File: config.mk
export PLATFORM = sky130hd
export DESIGN_NAME = prt_front
export DESIGN_NICKNAME = d
export VERILOG_FILES = /design/src/rtl/core/prt_pkg.sv /design/src/rtl/core/prt_front.sv
export SDC_FILE = /design/constraint.sdc
export NUM_CORES = 1
export LEC_CHECK = 0
export ABC_CLOCK_PERIOD_IN_PS = 7800
export BUFFER_PORTS_ARGS = -buffer_cell sky130_fd_sc_hd__buf_2
export CORE_MARGIN = 8
export CORE_UTILIZATION = 54
export CTS_CLUSTER_DIAMETER = 60
export CTS_CLUSTER_SIZE = 16
export DETAILED_ROUTE_END_ITERATION = 16
export PLACE_DENSITY = 0.87
export SYNTH_ARGS = -nofsm -noshare
export SYNTH_HDL_FRONTEND = slang
export SYNTH_SLANG_ARGS = --single-unit
File: constraint.sdc
create_clock -name clk -period 7.8 [get_ports clk]
set_input_delay 0 -clock clk [delete_from_list [all_inputs] [get_ports clk]]
set_output_delay 0 -clock clk [all_outputs]
set_load 0.01 [all_outputs]
File: src/rtl/core/prt_pkg.sv
// ----------------------------------------------------------------------------
// prt_pkg
// Shared types and constants of the probe response tracker.
// ----------------------------------------------------------------------------
package prt_pkg;

  localparam int TRACK_DEPTH = 1024;
  localparam int OPEN_LIMIT  = 1024;
  localparam int IDX_W       = $clog2(TRACK_DEPTH);
  localparam int CNT_W       = 11;
  localparam int QUEUE_DEPTH = 2;

  localparam logic [15:0] SRC_PORT_BASE = 16'd12345;
  localparam logic [15:0] SRC_PORT_MOD  = 16'd10000;
  localparam logic [7:0]  ICMP_UNREACH  = 8'd3;
  localparam logic [7:0]  ICMP_PORT_UNR = 8'd3;

  // input modes
  localparam logic [1:0] MODE_PROBE = 2'd0;
  localparam logic [1:0] MODE_REPLY = 2'd1;
  localparam logic [1:0] MODE_SWEEP = 2'd2;

  // configuration register indexes
  localparam logic CFG_SCAN_KIND = 1'b0;
  localparam logic CFG_TARGET    = 1'b1;

  // result kinds
  localparam logic [2:0] RK_NOTHING  = 3'd0;
  localparam logic [2:0] RK_RECORDED = 3'd1;
  localparam logic [2:0] RK_OPEN     = 3'd2;
  localparam logic [2:0] RK_CLOSED   = 3'd3;
  localparam logic [2:0] RK_OPEN_FLT = 3'd4;
  localparam logic [2:0] RK_NO_MATCH = 3'd5;

  typedef struct packed {
    logic [1:0]  mode;
    logic [15:0] port_number;
    logic [31:0] sequence_value;
    logic [31:0] source_address;
    logic        flag_syn;
    logic        flag_ack;
    logic        flag_rst;
    logic [7:0]  icmp_type_field;
    logic [7:0]  icmp_code_field;
    logic [9:0]  entry_index;
  } in_item_t;

  typedef struct packed {
    logic [2:0]  result_kind;
    logic [15:0] matched_port;
    logic [15:0] reset_source_port;
    logic [31:0] reset_sequence;
    logic [31:0] reset_acknowledge;
    logic        open_recorded;
    logic [10:0] open_total;
  } out_item_t;

  // classified operation handed from front to back
  typedef enum logic [2:0] {
    OP_PROBE,
    OP_REPLY_TCP,
    OP_REPLY_UDP,
    OP_SWEEP,
    OP_NONE
  } op_t;

  typedef struct packed {
    op_t         op;
    logic [15:0] port;
    logic [15:0] derived_port;
    logic [31:0] seq;
    logic        syn;
    logic        ack;
    logic        rst;
    logic [IDX_W-1:0] index;
  } cmd_t;

  typedef enum logic [2:0] {
    ST_CLEAR,
    ST_IDLE,
    ST_SCAN,
    ST_READ,
    ST_DONE
  } back_state_t;

  // 12345 + (port mod 10000), mod 2^16; quotient of port/10000 is 0..6
  function automatic logic [15:0] derive_src_port(input logic [15:0] port);
    logic [15:0] r;
    r = port;
    for (int i = 0; i < 6; i++) begin
      if (r >= SRC_PORT_MOD) r = r - SRC_PORT_MOD;
    end
    return SRC_PORT_BASE + r;
  endfunction

endpackage

File: src/rtl/core/prt_front.sv
// ----------------------------------------------------------------------------
// prt_front
// Accepts input beats, classifies them and fills a short command queue.
// ----------------------------------------------------------------------------
module prt_front
  import prt_pkg::*;
(
  input  logic     clk,
  input  logic     rst,
  input  logic     scan_kind,
  input  logic [31:0] target_address,
  input  logic     in_valid,
  output logic     in_ready,
  input  in_item_t in_data,
  output logic     cmd_valid,
  input  logic     cmd_ready,
  output cmd_t     cmd_data
);

  cmd_t q [QUEUE_DEPTH];
  logic             wr_ptr, rd_ptr;
  logic [1:0]       fill;
  cmd_t             cls;
  logic             push, pop;

  // classify one beat
  always_comb begin
    cls              = '0;
    cls.port         = in_data.port_number;
    cls.derived_port = derive_src_port(in_data.port_number);
    cls.seq          = in_data.sequence_value;
    cls.syn          = in_data.flag_syn;
    cls.ack          = in_data.flag_ack;
    cls.rst          = in_data.flag_rst;
    cls.index        = in_data.entry_index[IDX_W-1:0];
    unique case (in_data.mode)
      MODE_PROBE: cls.op = OP_PROBE;
      MODE_REPLY: begin
        if (!scan_kind)
          cls.op = (in_data.source_address == target_address) ? OP_REPLY_TCP : OP_NONE;
        else
          cls.op = (in_data.icmp_type_field == ICMP_UNREACH &&
                    in_data.icmp_code_field == ICMP_PORT_UNR) ? OP_REPLY_UDP : OP_NONE;
      end
      MODE_SWEEP: cls.op = OP_SWEEP;
      default:    cls.op = OP_NONE;
    endcase
  end

  assign in_ready  = (fill != 2'(QUEUE_DEPTH));
  assign cmd_valid = (fill != 2'd0);
  assign cmd_data  = q[rd_ptr];
  assign push      = in_valid && in_ready;
  assign pop       = cmd_valid && cmd_ready;

  // queue storage
  always_ff @(posedge clk) begin
    if (push) q[wr_ptr] <= cls;
  end

  // queue pointers
  always_ff @(posedge clk) begin
    if (rst) begin
      wr_ptr <= 1'b0;
      rd_ptr <= 1'b0;
      fill   <= 2'd0;
    end else begin
      if (push) wr_ptr <= ~wr_ptr;
      if (pop)  rd_ptr <= ~rd_ptr;
      fill <= fill + 2'(push) - 2'(pop);
    end
  end

endmodule

==> Yosys cells after proc, flatten, opt, wreduce, memory -nomap -nowiden <==
Memory sizes are Yosys's and may differ from the RTL's. A register that Yosys moved wholly into a read port is not among the register bits.
Index checks and enable logic that the tools add are counted.
{ "word_totals": {"regBits": 4, "latch_bits": 0, "ramBits": 160, "mem_bits_ro": 0, "out_inout_bits": 82, "word_cells": 46, "memories": 1} }
{ "op_classes": {"add_sub_neg": 9, "n_mul": 0, "div": 0, "order_cmp": 6, "eq_ne": 6, "shifts": 0, "n_mux": 14, "bitwise_logic": 2, "reduce_logical": 5} }
{ "mem_list": {"columns": ["name", "depth", "width", "rd", "rd_clocked_by_memory_dff", "wr", "line", "source"], "rows": [
  ["q", 2, 80, 1, 1, 1, "prt_front.sv:20", "cmd_t q [QUEUE_DEPTH];"]
]} }
{ "ops": {"columns": ["op", "count"], "rows": [
  ["greater-or-equal comparator 16 x 14 -> 1 bit, second input constant", 6],
  ["two-way mux 16 bit", 6],
  ["subtractor 16 x 14 -> 16 bit, second input constant", 6],
  ["== test 32 bit", 1],
  ["adder 14 x 16 -> 16 bit, first input constant", 1],
  ["== test 8 x 2 -> 1 bit, second input constant", 2],
  ["two-way mux 3 bit", 3],
  ["case mux 3 bit (3 select lines)", 1],
  ["two-way mux 1 bit", 4],
  ["logical AND 1 bit", 3],
  ["adder 2 x 1 -> 2 bit", 1],
  ["== test 2 x 1 -> 1 bit, second input constant", 1],
  ["== test 2 bit, second input constant", 1],
  ["zero test 2 bit", 1],
  ["!= test 2 bit, second input constant", 1],
  ["NOT 1 bit", 2],
  ["nonzero test 2 bit", 1],
  ["subtractor 2 x 1 -> 2 bit", 1]
]} }

==> Depth between registers and ports, before layout <==
{ "depth": {"depth_word": 13, "mapped_depth": 27, "mapped_depth_nobuf": 23} }

==> Least setup slack after synthesis <==
Ideal clock, no wire load.
{ "synth_path": {"kind": "input-to-reg", "startpoint": "input port in_data[97] in the netlist's numbering", "endpoint": "memory q[0][54] in the netlist's numbering (data pin)", "setup_time_ns": 0.167, "arrival_ns": 5.779, "t_required_ns": 7.633, "path_slack_ns": 1.854, "cell_stages": 26, "path_cell_list": "buf_6 -> inv_1 -> ha_1 -> nor3b_1 -> buf_2 -> a21o_1 -> a21boi_0 -> a22o_1 -> a31oi_2 -> or3_1 -> buf_4 -> a41oi_1 -> mux2_2 -> nor4b_2 -> a21o_1 -> a211oi_2 -> or2_2 -> o21a_1 -> buf_6 -> xnor2_2 -> a211oi_4 -> o211ai_1 -> o2111ai_2 -> o21ai_2 -> maj3_2 -> a211oi_2"} }
{ "synth_lines": {"columns": ["item", "line", "source"], "rows": [
  ["from (decl)", "prt_front.sv:14", "input in_item_t in_data,"],
  ["to (decl)", "prt_front.sv:20", null]
]} }

==> results by group <==
Detailed routing
  – DRC Markers: 0
  – Vias: 7,377
  – Drt pass-1 iters: 5
  – DR WL/cell: 20.2 µm
  – Total Wirelength: 25,600 µm
  – DR iter-0 viols: 625
  – Via density: 5.83
  – Routed Antenna Nets: 0

STA
  – Setup_tns: 0 ps
  – Setup violations, final: 0
  – Worst Tran Pin Value: 1140 ps
  – Worst slew margin: 24.2%
  – Worst Clk Skew: 12.5 ps
  – Final Max Tran Viols: 0
  – Max Fclk: 141 MHz
  – Fin crit share: 91.1%
  – RSZ-0062 raised after global routing: no
  – Final Hold Vio Count: 0
  – Min Tclk post-route: 7100 ps

Clock network
  – Root Driver: clkbuf_16
  – Clock sink count: 165
  – Num CTS Buffers: 17
  – CTS H-tree depth: 4
  – Clock transition at the registers of the reported paths: 70 ps
  – CTS tree: done
  – Clk_lat worst skew: 420 ps
  – Clock buffer depth: 2

Synth
  – Predominant post-synthesis flop cell: edfxtp_1
  – Synth Area in Compound Gates: 14.0%
  – Distinct cells, synth: 86
  – Mapped Cells: 740
  – Syn avg cell area: 12.4 µm²
  – Largest family of logic cells by synthesized area: compound AO/OA/AOI/OAI gates
  – Mapped Area: 9190 µm²
  – Ranking of synthesized cells by area: edfxtp_1 52%, mux2_2 10%, xor2_1 4.0%
  – Xor/xnor share of the synthesized area: 7.61%
  – Mux contribution to synthesized area: 11.0%
  – Async S/R FF share, synth: 0%
  – Top-count cell post-synth: edfxtp_1
  – Share of the synthesized area in the top cell type: 52.3%
  – Number of synthesized flops with an enable pin: 160
  – Synth Area in Adders: 0.940%
  – Warnings, synthesis: 0
  – Synth cell count leaders: 160 x edfxtp_1, 83 x mux2_2, 49 x nor2_1, 42 x xor2_1, 41 x nand2_1
  – Synth Register Bits: 165
  – Post-synthesis simple-gate area fraction: 11.3%
  – Register area share after synthesis: 53.4%
  – Yosys top cell by area: edfxtp_1

Setup path
  – Slowest stage delay, CP: 620 ps
  – R2r endpoint: q[0][52]$_DFFE_PP_
  – Reg2Reg Depth: 4
  – Crit path arrival time: 7270 ps
  – CP max-delay cell: mux2i_1
  – Setup crit end kind: flip-flop
  – Crit Path Class: input port to flip-flop
  – Reg2reg setup slack: 5270 ps
  – WP data required: 7960 ps
  – Worst Path Max Fanout: 11
  – Worst-path cell chain: dlygate4sd3_1, buf_2, inv_1, ha_1, nor3b_1, buf_4, a21o_1, a21boi_0, a22o_1, a31oi_2, or3_1, a41oi_1, mux2_2, nor4b_2, a21o_1, a211oi_2, or3_1, nand4_1, mux2i_1, o21ai_1, a21o_1, xnor2_1, o41ai_1
  – Most used cell along the critical path: a21o_1
  – Startpoint Class: input port
  – Reg-to-Reg Start: fill[0]$_SDFF_PP0_

GRT
  – Vias in the first global route: 7,327
  – Largest net degree at the start of global routing: 81
  – Initial antenna violation count: 1
  – First-pass GRT wire length: 40,400 µm
  – GR Overflow Total: 0
  – GR Util All Layers: 23.6%

Die
  – Die area: 21,400 µm²
  – Core ar.: 16,600 µm²
  – Initial Util: 55.4%
  – # rows: 47
  – I/O Pins: 230
  – Die Wd: 146 µm
  – Die H: 146 µm

Final layout
  – Area of the multi-input gates: 4140 µm²
  – Post-layout util: 70.9%
  – Final layout net count: 1,186
  – Register area: 4910 µm²
  – Area Overhead vs Synth: 27.9%
  – Ratio of cells with drive above 1 in the final layout: 37.1%
  – Fillcell total: 1,146

Worst hold path
  – Hold Path Stages: 4
  – Worst Hold Path EP: rd_ptr$_SDFFE_PP0P_
  – Hold Path Class: input port to flip-flop
  – Hold Startpoint: cmd_ready

Placed design
  – Post-detail-place hpwl: 17,800 µm
  – RePlAce Congestion: 0.961
  – IO buf count: 229

Run
  – Max cap viols: 0

Pwr
  – Power Density: 321 nW/µm²
  – LEAKAGE: 4.47 nW
  – Maximum resistive drop on vdd: 0.000164 V
  – Design Power: 3.78 mW

Run status
  – Outcome: complete, no violations
-- kinds of logic (layout without fill, tap and decap cells) --
family                   after synthesis  in the layout
AO/OA/AOI/OAI                        169            169
adder cells (fa/ha/maj)                7              7
other                                  1              3
flip-flops                           165            165
XOR/XNOR                              79             79
buffers and inverters                 34            338
multiplexers                          91             91
AND/OR/NAND/NOR                      194            194
-- what timing repair did --
item	4_1_cts	5_1_grt
endpoints found under the hold margin	137	0
buffers inserted	0	0
gates resized for setup	0	0
endpoints found under the setup margin	0	0
hold buffers	64	0
-- metrics by stage --
| step | worst slack (ps) | cells | hold slack, ps | cell area, µm² |
|---|---|---|---|---|
| detailed placement | 1030 | 1169 | 191 | 10500 |
| finish | 696 | 1266 | 34.1 | 11800 |
| CTS | 899 | 1265 | 19.0 | 11800 |
| global placement | 1280 | 1169 | 187 | 10500 |
| floorplan | 1850 | 741 | 71.6 | 9190 |
| global route | 375 | 1266 | 52.0 | 11800 |
-- cells in the final DEF, fill, tap and decap left out, types with 4 or more instances in the layout --
cell | synthesis | final
buf_2 | 4 | 229
edfxtp_1 | 160 | 160
mux2_2 | 83 | 83
dlygate4sd3_1 | 0 | 64
nor2_1 | 49 | 48
xor2_1 | 42 | 42
nand2_1 | 41 | 41
xnor2_1 | 36 | 36
o21ai_0 | 26 | 26
a21oi_1 | 24 | 24
clkbuf_16 | 0 | 17
nor4_1 | 15 | 15
nand3_1 | 14 | 14
o21ai_1 | 13 | 13
nand2b_1 | 12 | 12
inv_1 | 11 | 11
nor3_1 | 11 | 11
a21o_1 | 11 | 11
a31oi_1 | 9 | 9
and2_1 | 8 | 8
o211ai_1 | 8 | 8
mux2i_1 | 8 | 8
nand4_1 | 7 | 7
or2_2 | 6 | 6
a22oi_1 | 6 | 6
o21a_1 | 6 | 6
ha_1 | 6 | 6
a211oi_1 | 5 | 5
o31ai_1 | 5 | 5
or4_1 | 4 | 4
or3_1 | 4 | 4
a211o_1 | 4 | 4
inv_8 | 0 | 4
dfxtp_1 | 5 | 4
-- state kept, by name (all words and copies together) (netlist names), named ones only --
register  flops
q           160
fill          2
wr_ptr        1
rd_ptr        1
-- critical path: cells and delay by family --
family	cells	cell delay [ps]
AND/OR/NAND/NOR	5	1580
XOR/XNOR	1	220
buffers and inverters	4	1030
adder cells (fa/ha/maj)	1	270
multiplexers	2	1090
AO/OA/AOI/OAI	10	3050
-- report_power, final --
group	internal [mW]	switching, mW
clock	0.427	0.383
sequential	1.23	0.0940
combinational	0.682	0.957
total	2.34	1.43
-- routing by layer --
metal  GRT usage (%)  up-vias  wire length (µm)
met5               0        -                 0
met4            5.77        0               308
met3            4.23       25              1460
met2            41.6      305             13300
met1            29.3     3595             10500
li1                -     3452                 -
-- cell type report --
type / count / share of cell area (%)
Inverter: 11 / 0.351
Multi-Input combinational cell: 542 / 35.2
Antenna cell: 1 / 0.0213
Timing Repair Buffer: 295 / 15.3
Sequential cell: 165 / 41.8
Tap cell: 220 / 2.34
Clock inverter: 15 / 1.36
Clock buffer: 17 / 3.62
-- worst max-delay path by stage --
stage,startpoint,endpoint,slack (ps),cells past startpoint
after global routing,in_data[97],q[0][54]$_DFFE_PP_,380,26
final,in_data[97],q[1][59]$_DFFE_PP_,700,23
after detailed placement,in_data[97],q[1][59]$_DFFE_PP_,1030,22
after global placement,in_data[97],q[0][54]$_DFFE_PP_,1280,24
after floorplan,in_data[97],q[0][54]$_DFFE_PP_,1850,26
after CTS,in_data[97],q[1][59]$_DFFE_PP_,900,23
Note: power is estimated with default switching activity, not from simulation.
